<file path="config.mk">
export PLATFORM = sky130hd
export DESIGN_NAME = gyro_gesture_detector_unit
export DESIGN_NICKNAME = d
export VERILOG_FILES = /design/src/sv/ggd_pkg.sv /design/src/sv/ggd_regs.sv /design/src/sv/ggd_front.sv /design/src/sv/ggd_queue.sv /design/src/sv/ggd_back.sv /design/src/sv/gyro_gesture_detector_unit.sv
export SDC_FILE = /design/constraint.sdc
export NUM_CORES = 1
export LEC_CHECK = 0
export ABC_AREA = 1
export BUFFER_PORTS_ARGS = -buffer_cell sky130_fd_sc_hd__buf_2
export CORE_MARGIN = 8
export CORE_UTILIZATION = 61
export CTS_CLUSTER_SIZE = 24
export DETAILED_ROUTE_END_ITERATION = 8
export GPL_TIMING_DRIVEN = 0
export PLACE_DENSITY = 0.82
export SLEW_MARGIN = 20
export SYNTH_ARGS = -nofsm -noshare
export SYNTH_HDL_FRONTEND = slang
export SYNTH_SLANG_ARGS = --single-unit
</file>
<file path="constraint.sdc">
create_clock -name clk_i -period 6.1 [get_ports clk_i]
set_input_delay 0.61 -clock clk_i [delete_from_list [all_inputs] [get_ports clk_i]]
set_output_delay 0.61 -clock clk_i [all_outputs]
set_load 0.005 [all_outputs]
</file>
<file path="src/sv/ggd_pkg.sv">
// Shared types and constants for the gyro gesture detector.
// Depends on nothing; every other file of the block imports it.
`default_nettype none

package ggd_pkg;

  // Width of one raw gyro rate
  localparam int unsigned RATE_BITS = 16;
  // Configuration threshold widths
  localparam int unsigned THR_BITS  = 15;
  localparam int unsigned LIM_BITS  = 10;
  localparam int unsigned MS_BITS   = 8;
  // Signed compare width: holds x - y, its magnitude and every threshold
  localparam int unsigned CMP_W = (RATE_BITS + 2 > THR_BITS + 1) ? RATE_BITS + 2 : THR_BITS + 1;

  // APB register map
  localparam int unsigned ADDR_BITS = 5;
  localparam int unsigned DATA_BITS = 32;
  localparam int unsigned IDX_BITS  = 3;
  localparam logic [IDX_BITS-1:0] REG_VERT_TRIG  = 3'd0;
  localparam logic [IDX_BITS-1:0] REG_VERT_RET   = 3'd1;
  localparam logic [IDX_BITS-1:0] REG_HORZ_TRIG  = 3'd2;
  localparam logic [IDX_BITS-1:0] REG_HORZ_RET   = 3'd3;
  localparam logic [IDX_BITS-1:0] REG_RELEASE    = 3'd4;
  localparam logic [IDX_BITS-1:0] REG_QUIET_LIM  = 3'd5;

  // Reset values of the registers
  localparam logic [THR_BITS-1:0] VERT_TRIG_RST = 15'd55;
  localparam logic [THR_BITS-1:0] VERT_RET_RST  = 15'd25;
  localparam logic [THR_BITS-1:0] HORZ_TRIG_RST = 15'd40;
  localparam logic [THR_BITS-1:0] HORZ_RET_RST  = 15'd20;
  localparam logic [THR_BITS-1:0] RELEASE_RST   = 15'd20;
  localparam logic [LIM_BITS-1:0] QUIET_LIM_RST = 10'd100;

  // Gesture directions; opposite directions differ in the upper bit
  typedef enum logic [1:0] {
    DIR_UP = 2'd0,
    DIR_RT = 2'd1,
    DIR_DN = 2'd2,
    DIR_LT = 2'd3
  } dir_e;

  typedef struct packed {
    logic [THR_BITS-1:0] vertical_trigger;
    logic [THR_BITS-1:0] vertical_return;
    logic [THR_BITS-1:0] horizontal_trigger;
    logic [THR_BITS-1:0] horizontal_return;
    logic [THR_BITS-1:0] release_level;
    logic [LIM_BITS-1:0] rearm_quiet_limit;
  } cfg_t;

  typedef struct packed {
    logic signed [RATE_BITS-1:0] rate_x;
    logic signed [RATE_BITS-1:0] rate_y;
    logic signed [RATE_BITS-1:0] rate_z;
    logic [MS_BITS-1:0]          delta_ms;
    logic                        suppress;
    logic                        sample_ok;
  } sample_t;

  typedef struct packed {
    logic       move_valid;
    logic [1:0] move_direction;
  } result_t;

  // Classified sample passed from front to back; ret is indexed by the
  // direction whose return swing it reports
  typedef struct packed {
    logic               ok;
    logic               suppress;
    logic               valid;
    dir_e               det;
    logic [3:0]         ret;
    logic               quiet;
    logic [MS_BITS-1:0] elapsed;
  } cls_t;

endpackage

`default_nettype wire

</file>
<file path="src/sv/ggd_regs.sv">
// APB configuration registers of the gyro gesture detector.
// Depends on ggd_pkg for the register map and cfg_t.
`default_nettype none

module ggd_regs
  import ggd_pkg::*;
(
  input  wire logic                 clk_i,
  input  wire logic                 rst_ni,
  input  wire logic                 psel,
  input  wire logic                 penable,
  input  wire logic                 pwrite,
  input  wire logic [ADDR_BITS-1:0] paddr,
  input  wire logic [DATA_BITS-1:0] pwdata,
  output logic      [DATA_BITS-1:0] prdata,
  output logic                      pready,
  output cfg_t                      cfg_o
);

  cfg_t                cfg_q;
  logic                wr_en;
  logic [IDX_BITS-1:0] idx;

  assign pready = 1'b1;
  assign wr_en  = psel & penable & pwrite;
  assign idx    = paddr[ADDR_BITS-1:2];
  assign cfg_o  = cfg_q;

  // Write the addressed register on the access cycle
  always_ff @(posedge clk_i or negedge rst_ni) begin
    if (!rst_ni) begin
      cfg_q.vertical_trigger   <= VERT_TRIG_RST;
      cfg_q.vertical_return    <= VERT_RET_RST;
      cfg_q.horizontal_trigger <= HORZ_TRIG_RST;
      cfg_q.horizontal_return  <= HORZ_RET_RST;
      cfg_q.release_level      <= RELEASE_RST;
      cfg_q.rearm_quiet_limit  <= QUIET_LIM_RST;
    end else if (wr_en) begin
      case (idx)
        REG_VERT_TRIG: cfg_q.vertical_trigger   <= pwdata[THR_BITS-1:0];
        REG_VERT_RET:  cfg_q.vertical_return    <= pwdata[THR_BITS-1:0];
        REG_HORZ_TRIG: cfg_q.horizontal_trigger <= pwdata[THR_BITS-1:0];
        REG_HORZ_RET:  cfg_q.horizontal_return  <= pwdata[THR_BITS-1:0];
        REG_RELEASE:   cfg_q.release_level      <= pwdata[THR_BITS-1:0];
        REG_QUIET_LIM: cfg_q.rearm_quiet_limit  <= pwdata[LIM_BITS-1:0];
        default: ;
      endcase
    end
  end

  // Read back the addressed register
  always_comb begin
    case (idx)
      REG_VERT_TRIG: prdata = DATA_BITS'(cfg_q.vertical_trigger);
      REG_VERT_RET:  prdata = DATA_BITS'(cfg_q.vertical_return);
      REG_HORZ_TRIG: prdata = DATA_BITS'(cfg_q.horizontal_trigger);
      REG_HORZ_RET:  prdata = DATA_BITS'(cfg_q.horizontal_return);
      REG_RELEASE:   prdata = DATA_BITS'(cfg_q.release_level);
      REG_QUIET_LIM: prdata = DATA_BITS'(cfg_q.rearm_quiet_limit);
      default:       prdata = '0;
    endcase
  end

endmodule

`default_nettype wire

</file>
<file path="src/sv/ggd_front.sv">
// Front end: classifies one gyro sample into direction, return and quiet flags.
// Depends on ggd_pkg for sample_t, cfg_t and cls_t.
`default_nettype none

module ggd_front
  import ggd_pkg::*;
(
  input  sample_t sample_i,
  input  cfg_t    cfg_i,
  output cls_t    cls_o
);

  logic signed [CMP_W-1:0] x, y, z, h;
  logic signed [CMP_W-1:0] ax, ay, az, ah;
  logic signed [CMP_W-1:0] vt, vr, ht, hr, rl;
  logic                    valid_v, valid_h;

  // Widen rates and thresholds to one signed compare width
  assign x  = CMP_W'(sample_i.rate_x);
  assign y  = CMP_W'(sample_i.rate_y);
  assign z  = CMP_W'(sample_i.rate_z);
  assign h  = x - y;
  assign ax = x[CMP_W-1] ? -x : x;
  assign ay = y[CMP_W-1] ? -y : y;
  assign az = z[CMP_W-1] ? -z : z;
  assign ah = h[CMP_W-1] ? -h : h;

  assign vt = CMP_W'(cfg_i.vertical_trigger);
  assign vr = CMP_W'(cfg_i.vertical_return);
  assign ht = CMP_W'(cfg_i.horizontal_trigger);
  assign hr = CMP_W'(cfg_i.horizontal_return);
  assign rl = CMP_W'(cfg_i.release_level);

  // Vertical wins when z dominates, horizontal when x - y dominates
  assign valid_v = (az >= vt) && (az > ah);
  assign valid_h = (ah >= ht) && (ah > az);

  always_comb begin
    cls_o.ok       = sample_i.sample_ok;
    cls_o.suppress = sample_i.suppress;
    cls_o.valid    = valid_v | valid_h;
    cls_o.elapsed  = sample_i.delta_ms;
    if (valid_v) begin
      cls_o.det = (z > 0) ? DIR_UP : DIR_DN;
    end else if (valid_h) begin
      cls_o.det = h[CMP_W-1] ? DIR_LT : DIR_RT;
    end else begin
      cls_o.det = DIR_UP;
    end
    // Return swing opposite to each possible last direction
    cls_o.ret[DIR_UP] = z < -vr;
    cls_o.ret[DIR_DN] = z > vr;
    cls_o.ret[DIR_LT] = h > hr;
    cls_o.ret[DIR_RT] = h < -hr;
    cls_o.quiet = (ax < rl) && (ay < rl) && (az < rl);
  end

endmodule

`default_nettype wire

</file>
<file path="src/sv/ggd_queue.sv">
// Two-entry queue of classified samples between front and back.
// Depends on ggd_pkg for cls_t.
`default_nettype none

module ggd_queue
  import ggd_pkg::*;
(
  input  wire logic clk_i,
  input  wire logic rst_ni,
  input  wire logic push_i,
  input  cls_t      data_i,
  output logic      full_o,
  input  wire logic pop_i,
  output logic      empty_o,
  output cls_t      data_o
);

  cls_t       mem_q [2];
  logic       wr_ptr_q, rd_ptr_q;
  logic [1:0] cnt_q;
  logic       do_push, do_pop;

  assign full_o  = cnt_q == 2'd2;
  assign empty_o = cnt_q == 2'd0;
  assign do_push = push_i & ~full_o;
  assign do_pop  = pop_i & ~empty_o;
  assign data_o  = mem_q[rd_ptr_q];

  // Advance pointers and count on each transfer
  always_ff @(posedge clk_i or negedge rst_ni) begin
    if (!rst_ni) begin
      wr_ptr_q <= 1'b0;
      rd_ptr_q <= 1'b0;
      cnt_q    <= 2'd0;
    end else begin
      if (do_push) wr_ptr_q <= ~wr_ptr_q;
      if (do_pop)  rd_ptr_q <= ~rd_ptr_q;
      case ({do_push, do_pop})
        2'b10:   cnt_q <= cnt_q + 2'd1;
        2'b01:   cnt_q <= cnt_q - 2'd1;
        default: ;
      endcase
    end
  end

  // Store entry
  always_ff @(posedge clk_i) begin
    if (do_push) mem_q[wr_ptr_q] <= data_i;
  end

endmodule

`default_nettype wire

</file>
<file path="src/sv/ggd_back.sv">
// Back end: gesture state machine and two-entry result queue.
// Depends on ggd_pkg for cls_t, cfg_t, result_t and dir_e.
`default_nettype none

module ggd_back
  import ggd_pkg::*;
(
  input  wire logic clk_i,
  input  wire logic rst_ni,
  input  cfg_t      cfg_i,
  input  wire logic cls_empty_i,
  input  cls_t      cls_i,
  output logic      cls_pop_o,
  input  wire logic pop_i,
  output logic      empty_o,
  output result_t   result_o
);

  // Gesture state
  logic                armed_q, armed_d;
  logic                ret_seen_q, ret_seen_d;
  logic [LIM_BITS-1:0] quiet_q, quiet_d;
  dir_e                last_q, last_d;

  // Result queue
  result_t    res_mem_q [2];
  logic       res_wr_q, res_rd_q;
  logic [1:0] res_cnt_q;
  logic       res_pop;

  result_t             res;
  logic                step;
  logic                perp;
  logic [LIM_BITS:0]   q_sum;
  logic [LIM_BITS-1:0] q_sat;

  // Take a classified sample whenever the result queue has room
  assign step      = ~cls_empty_i && (res_cnt_q != 2'd2);
  assign cls_pop_o = step;
  assign res_pop   = pop_i & ~empty_o;
  assign empty_o   = res_cnt_q == 2'd0;
  assign result_o  = res_mem_q[res_rd_q];

  // Perpendicular means neither the same nor the opposite direction
  assign perp  = cls_i.det[0] != last_q[0];
  assign q_sum = (LIM_BITS + 1)'(quiet_q) + (LIM_BITS + 1)'(cls_i.elapsed);
  assign q_sat = (q_sum > (LIM_BITS + 1)'(cfg_i.rearm_quiet_limit)) ?
                 cfg_i.rearm_quiet_limit : q_sum[LIM_BITS-1:0];

  // Next gesture state and result for the head sample
  always_comb begin
    armed_d    = armed_q;
    ret_seen_d = ret_seen_q;
    quiet_d    = quiet_q;
    last_d     = last_q;
    res        = '0;
    if (cls_i.ok) begin
      if (!armed_q) begin
        if (!cls_i.suppress && cls_i.valid && perp) begin
          last_d     = cls_i.det;
          ret_seen_d = 1'b0;
          quiet_d    = '0;
          res.move_valid     = 1'b1;
          res.move_direction = cls_i.det;
        end else if (!ret_seen_q) begin
          if (cls_i.ret[last_q]) begin
            ret_seen_d = 1'b1;
            quiet_d    = '0;
          end
        end else if (cls_i.quiet) begin
          if (q_sat >= cfg_i.rearm_quiet_limit) begin
            armed_d    = 1'b1;
            ret_seen_d = 1'b0;
            quiet_d    = '0;
          end else begin
            quiet_d = q_sat;
          end
        end else begin
          quiet_d = '0;
        end
      end else if (!cls_i.suppress && cls_i.valid) begin
        last_d     = cls_i.det;
        armed_d    = 1'b0;
        ret_seen_d = 1'b0;
        quiet_d    = '0;
        res.move_valid     = 1'b1;
        res.move_direction = cls_i.det;
      end
    end
  end

  // Hold state; advance on each step
  always_ff @(posedge clk_i or negedge rst_ni) begin
    if (!rst_ni) begin
      armed_q    <= 1'b0;
      ret_seen_q <= 1'b1;
      quiet_q    <= '0;
      last_q     <= DIR_UP;
    end else if (step) begin
      armed_q    <= armed_d;
      ret_seen_q <= ret_seen_d;
      quiet_q    <= quiet_d;
      last_q     <= last_d;
    end
  end

  // Result queue pointers and count
  always_ff @(posedge clk_i or negedge rst_ni) begin
    if (!rst_ni) begin
      res_wr_q  <= 1'b0;
      res_rd_q  <= 1'b0;
      res_cnt_q <= 2'd0;
    end else begin
      if (step)    res_wr_q <= ~res_wr_q;
      if (res_pop) res_rd_q <= ~res_rd_q;
      case ({step, res_pop})
        2'b10:   res_cnt_q <= res_cnt_q + 2'd1;
        2'b01:   res_cnt_q <= res_cnt_q - 2'd1;
        default: ;
      endcase
    end
  end

  // Store result
  always_ff @(posedge clk_i) begin
    if (step) res_mem_q[res_wr_q] <= res;
  end

endmodule

`default_nettype wire

</file>
<file path="src/sv/gyro_gesture_detector_unit.sv">
// Top level of the gyro gesture detector: registers, front, queue, back.
// Depends on ggd_pkg, ggd_regs, ggd_front, ggd_queue and ggd_back.
`default_nettype none

// Gyro gesture detector. Push one gyro sample per transfer; every sample,
// including a failed read, yields exactly one result in order on the pop
// side. A sample is classified on the cycle it is pushed and written into
// a two-entry queue; the gesture state machine takes one queued sample per
// cycle whenever its two-entry result queue has room, so the block sustains
// one sample per clock while results are popped; each sample is registered
// once in each queue. Thresholds are set through the APB port at byte
// address 4*i and must only be written while the block is idle.
module gyro_gesture_detector_unit
  import ggd_pkg::*;
(
  input  wire logic                 clk_i,
  input  wire logic                 rst_ni,
  input  wire logic                 psel,
  input  wire logic                 penable,
  input  wire logic                 pwrite,
  input  wire logic [ADDR_BITS-1:0] paddr,
  input  wire logic [DATA_BITS-1:0] pwdata,
  output logic      [DATA_BITS-1:0] prdata,
  output logic                      pready,
  input  wire logic                 push,
  output logic                      full,
  input  sample_t                   sample_i,
  output logic                      empty,
  input  wire logic                 pop,
  output result_t                   result_o
);

  cfg_t cfg;
  cls_t cls_in, cls_head;
  logic cls_empty, cls_pop;

  ggd_regs u_regs (
    .clk_i   (clk_i),
    .rst_ni  (rst_ni),
    .psel    (psel),
    .penable (penable),
    .pwrite  (pwrite),
    .paddr   (paddr),
    .pwdata  (pwdata),
    .prdata  (prdata),
    .pready  (pready),
    .cfg_o   (cfg)
  );

  ggd_front u_front (
    .sample_i (sample_i),
    .cfg_i    (cfg),
    .cls_o    (cls_in)
  );

  ggd_queue u_queue (
    .clk_i   (clk_i),
    .rst_ni  (rst_ni),
    .push_i  (push),
    .data_i  (cls_in),
    .full_o  (full),
    .pop_i   (cls_pop),
    .empty_o (cls_empty),
    .data_o  (cls_head)
  );

  ggd_back u_back (
    .clk_i       (clk_i),
    .rst_ni      (rst_ni),
    .cfg_i       (cfg),
    .cls_empty_i (cls_empty),
    .cls_i       (cls_head),
    .cls_pop_o   (cls_pop),
    .pop_i       (pop),
    .empty_o     (empty),
    .result_o    (result_o)
  );

endmodule

`default_nettype wire
</file>
==> impl_metrics.toml <==
[sta]
finalCriticalPeriod_ps = 5787
clock_skew_ps = 9.637
finalSetupTns_ps = 0
fmax_mhz = 172.8
min_period_over_period = 0.9487
hold_viol_final = 0
holdWs_ps = 104.0
report.final.slew_viol_count = 0
postLayoutSetupSlackWorst_ps = 313.2
finalSetupViolations = 0
timing_worst_slew_pin_value_ps = 905.6
max_slew_margin = 0.3922

[synth]
synthesis.instances = 1859
synth-edff-count = 42
synth_largest_type_area_fraction = 0.1853
synth_top_area_cell = "ha_1"
synth.area.top_cells = "ha_1 (19%), dfrtp_1 (16%), nand2_1 (11%)"
syn_avg_cell_area_um2 = 7.482
synth_flop_cell = "dfrtp_1"
synth_top_cells_by_count = "nand2_1 (424), inv_1 (275), ha_1 (206)"
post_synth_instance_area_um2 = 13910
synth-seq-area-share = 0.2848
synth_cell_types = 59
synth-warning-count = 0
postSynthRegisterBits = 149
library_cell_with_the_highest_instance_count_after_synthesis = "nand2_1"
async_flop_share = 0.7181

[power]
power_density_over_the_cells_nw_per_um2 = 331.3
design_power_total_mw = 5.157
power.ir.vdd_worst_uv = 210.1
power.leakage_nw = 8.008
power_switching_mw = 2.295
comb_power_share = 0.507
switching_share = 0.4450
power_frac_clock = 0.206
p_int_mw = 2.862
seq_power_share = 0.287

[grt]
grt_pass1_vias = 12980
globalRoute.totalOverflow = 0
globalRouteTotalUtil = 0.2937
grt_pass1_wl_mm = 65.58
grt_max_degree = 60
antenna_found_initial = 0

[drt]
first_iter_violations = 1437
drt_drc_violations_left = 0
wl_mm = 42.19
first_pass_iters = 6
routed-via-count = 13480
detail-route-antenna-nets = 0
routed_via_density = 5.852
routedWlPerCell_um = 18.32

[clock_tree]
tritoncts.num_buffers = 17
cts_buffer_depth = 2
cts_num_sinks = 149
ctsRootBufferMaster = "clkbuf_16"
clock_insertion_delay_worst_skew_ps = 430
cts_tree = "yes"
cts_hold_buffers = 0
clkTransAtPathRegs_ps = 70
htree_levels = 4

[setup_path]
cpPeakStageDelay_ps = 430
cp-end-kind = "flop"
rrSetupSlack_ps = 310
worstReg2RegStart = "u_queue.rd_ptr_q$_DFFE_PN0P_"
critical_path.slowest_cell = "fa_1"
worst-endpoint-required_ps = 6470
timing.setup.critical_path_class = "flop to flop"
timing.critical_path.arrival_ps = 6150
cp_common_cell = "nand2_1"
depth_of_the_most_critical_reg_to_reg_path = 30
worst_r2r_endpoint = "u_back.quiet_q[0]$_DFFE_PN0P_"
critPathMaxFanout = 10
critical_path.startpoint_type = "flop"

[placed_design]
port_buffers = 102
numPlacedInstances = 2268
worst_slack_placed_ps = -49.49
finalWeightedCongestion = 0.9809
detailed_place_hpwl_mm = 34.48
post_dp_cell_area_um2 = 14920

[finish]
nNetsFinal = 2314
finish.utilization = 0.6918
drive_above_1_share = 0.1180
area_delta_synth_final_pct = 11.92
fill_cells = 1918
multiInputGateArea_um2 = 8748
finalNonFillerCells = 2303
regArea_um2 = 3961
finish.instance_area_um2 = 15570

[run_status]
outcome = "complete, no violations"

[die]
die_width_um = 167.0
core_area_um2 = 22500
rows = 55
die_h_um = 167.0
dieArea_um2 = 27890
io_pins = 140
initial_core_util = 0.6181

[min_path]
min_path_type = "input pin to asynchronous set/reset pin"

[run]
cap_viol_max_count = 0
==> placed cells by master, fill, tap and decap left out, drive strengths merged, types with 3 or more instances in the layout <==
cell type	count
conb	21
o221ai	16
o21bai	5
and2	10
a211oi	10
a221oi	10
xnor2	12
clkbuf	42
edfxtp	42
nand3b	6
ha	206
dfstp	18
o22ai	16
o211ai	7
nand3	94
or2	4
buf	129
o2111ai	5
o21ai	129
nor2	123
nor4	10
xor2	82
nand2	443
nand4	22
dfrtp	89
nor3	39
a21oi	104
inv	293
a21boi	3
clkinv	3
==> timing repair <==
item / CTS / global route
pin swaps: 0 / 3
buffers inserted: 0 / 1
gates cloned: 0 / 1
endpoints found under the setup margin: 10 / 12
resized for setup: 2 / 13
==> cell type report <==
| type | instances | area share |
|---|---|---|
| repair buffers | 106 | 0.03737 |
| well taps | 285 | 0.02291 |
| inverters | 284 | 0.06848 |
| flip-flops and latches | 149 | 0.2545 |
| multi-input cells | 1399 | 0.5620 |
| clock buffers | 18 | 0.02757 |
| clock inverters | 14 | 0.01021 |
| diodes | 1 | 0.0001607 |
| plain buffers | 47 | 0.01688 |
==> flip-flops by register name (all words and copies together) (netlist names) <==
name,cells
u_back.res_mem_q,6
u_queue.cnt_q,2
u_back.res_cnt_q,2
u_back.last_q,2
u_back.quiet_q,10
u_back.armed_q,1
u_queue.wr_ptr_q,1
u_regs.cfg_o,85
u_queue.rd_ptr_q,1
u_back.ret_seen_q,1
u_back.res_rd_q,1
u_back.res_wr_q,1
u_queue.mem_q,36
==> worst max path at each step <==
stage                                 startpoint                            end  slack, ps  cells past startpoint
detailed placement  u_queue.rd_ptr_q$_DFFE_PN0P_  u_back.quiet_q[0]$_DFFE_PN0P_        -50                     28
global route        u_queue.rd_ptr_q$_DFFE_PN0P_  u_back.quiet_q[2]$_DFFE_PN0P_        -40                     30
finish              u_queue.rd_ptr_q$_DFFE_PN0P_  u_back.quiet_q[0]$_DFFE_PN0P_        310                     30
global placement    u_queue.rd_ptr_q$_DFFE_PN0P_  u_back.quiet_q[0]$_DFFE_PN0P_        180                     29
floorplan           u_queue.rd_ptr_q$_DFFE_PN0P_  u_back.quiet_q[0]$_DFFE_PN0P_       1170                     32
CTS                 u_queue.rd_ptr_q$_DFFE_PN0P_  u_back.quiet_q[0]$_DFFE_PN0P_        100                     29
==> layer usage <==
layer | routed length (um) | global-route usage
met4 | 1843 | 0.1347
met3 | 3031 | 0.04421
met2 | 20170 | 0.5050
met5 | 0 | 0
met1 | 17140 | 0.3579
==> critical path: cells and delay by family (launching register included) <==
kind                       cells  cell delay, ps
DFF                            1             370
adders and majority gates      4            1240
buffers and inverters          5             780
AOI/OAI and AO/OA              9            1400
xor gates and xnor gates       1             230
and+or+nand+nor               11            1690
==> cells by family (layout without fill, tap and decap cells) <==
kind of cell / count (synthesis) / count (layout) / synth area share
other: 2 / 22 / 0.0005399
AOI/OAI and AO/OA: 323 / 323 / 0.1359
muxes: 1 / 1 / 0.0007196
adders and majority gates: 208 / 208 / 0.1882
and+or+nand+nor: 751 / 752 / 0.2346
xor gates and xnor gates: 94 / 94 / 0.06054
DFF: 149 / 149 / 0.2848
buffers and inverters: 331 / 469 / 0.09472
==> power groups by stage <==
stage          Clock (mW)  Combinational [mW]  Sequential [mW]
6_report             1.06                2.61             1.48
5_1_grt              1.10                2.94             1.50
4_1_cts              1.06                2.52             1.47
3_5_place_dp            0                2.50             1.49
3_3_place_gp            0                2.35             1.48
2_1_floorplan           0                1.81             1.44
Note: power is estimated with default switching activity, not from simulation.
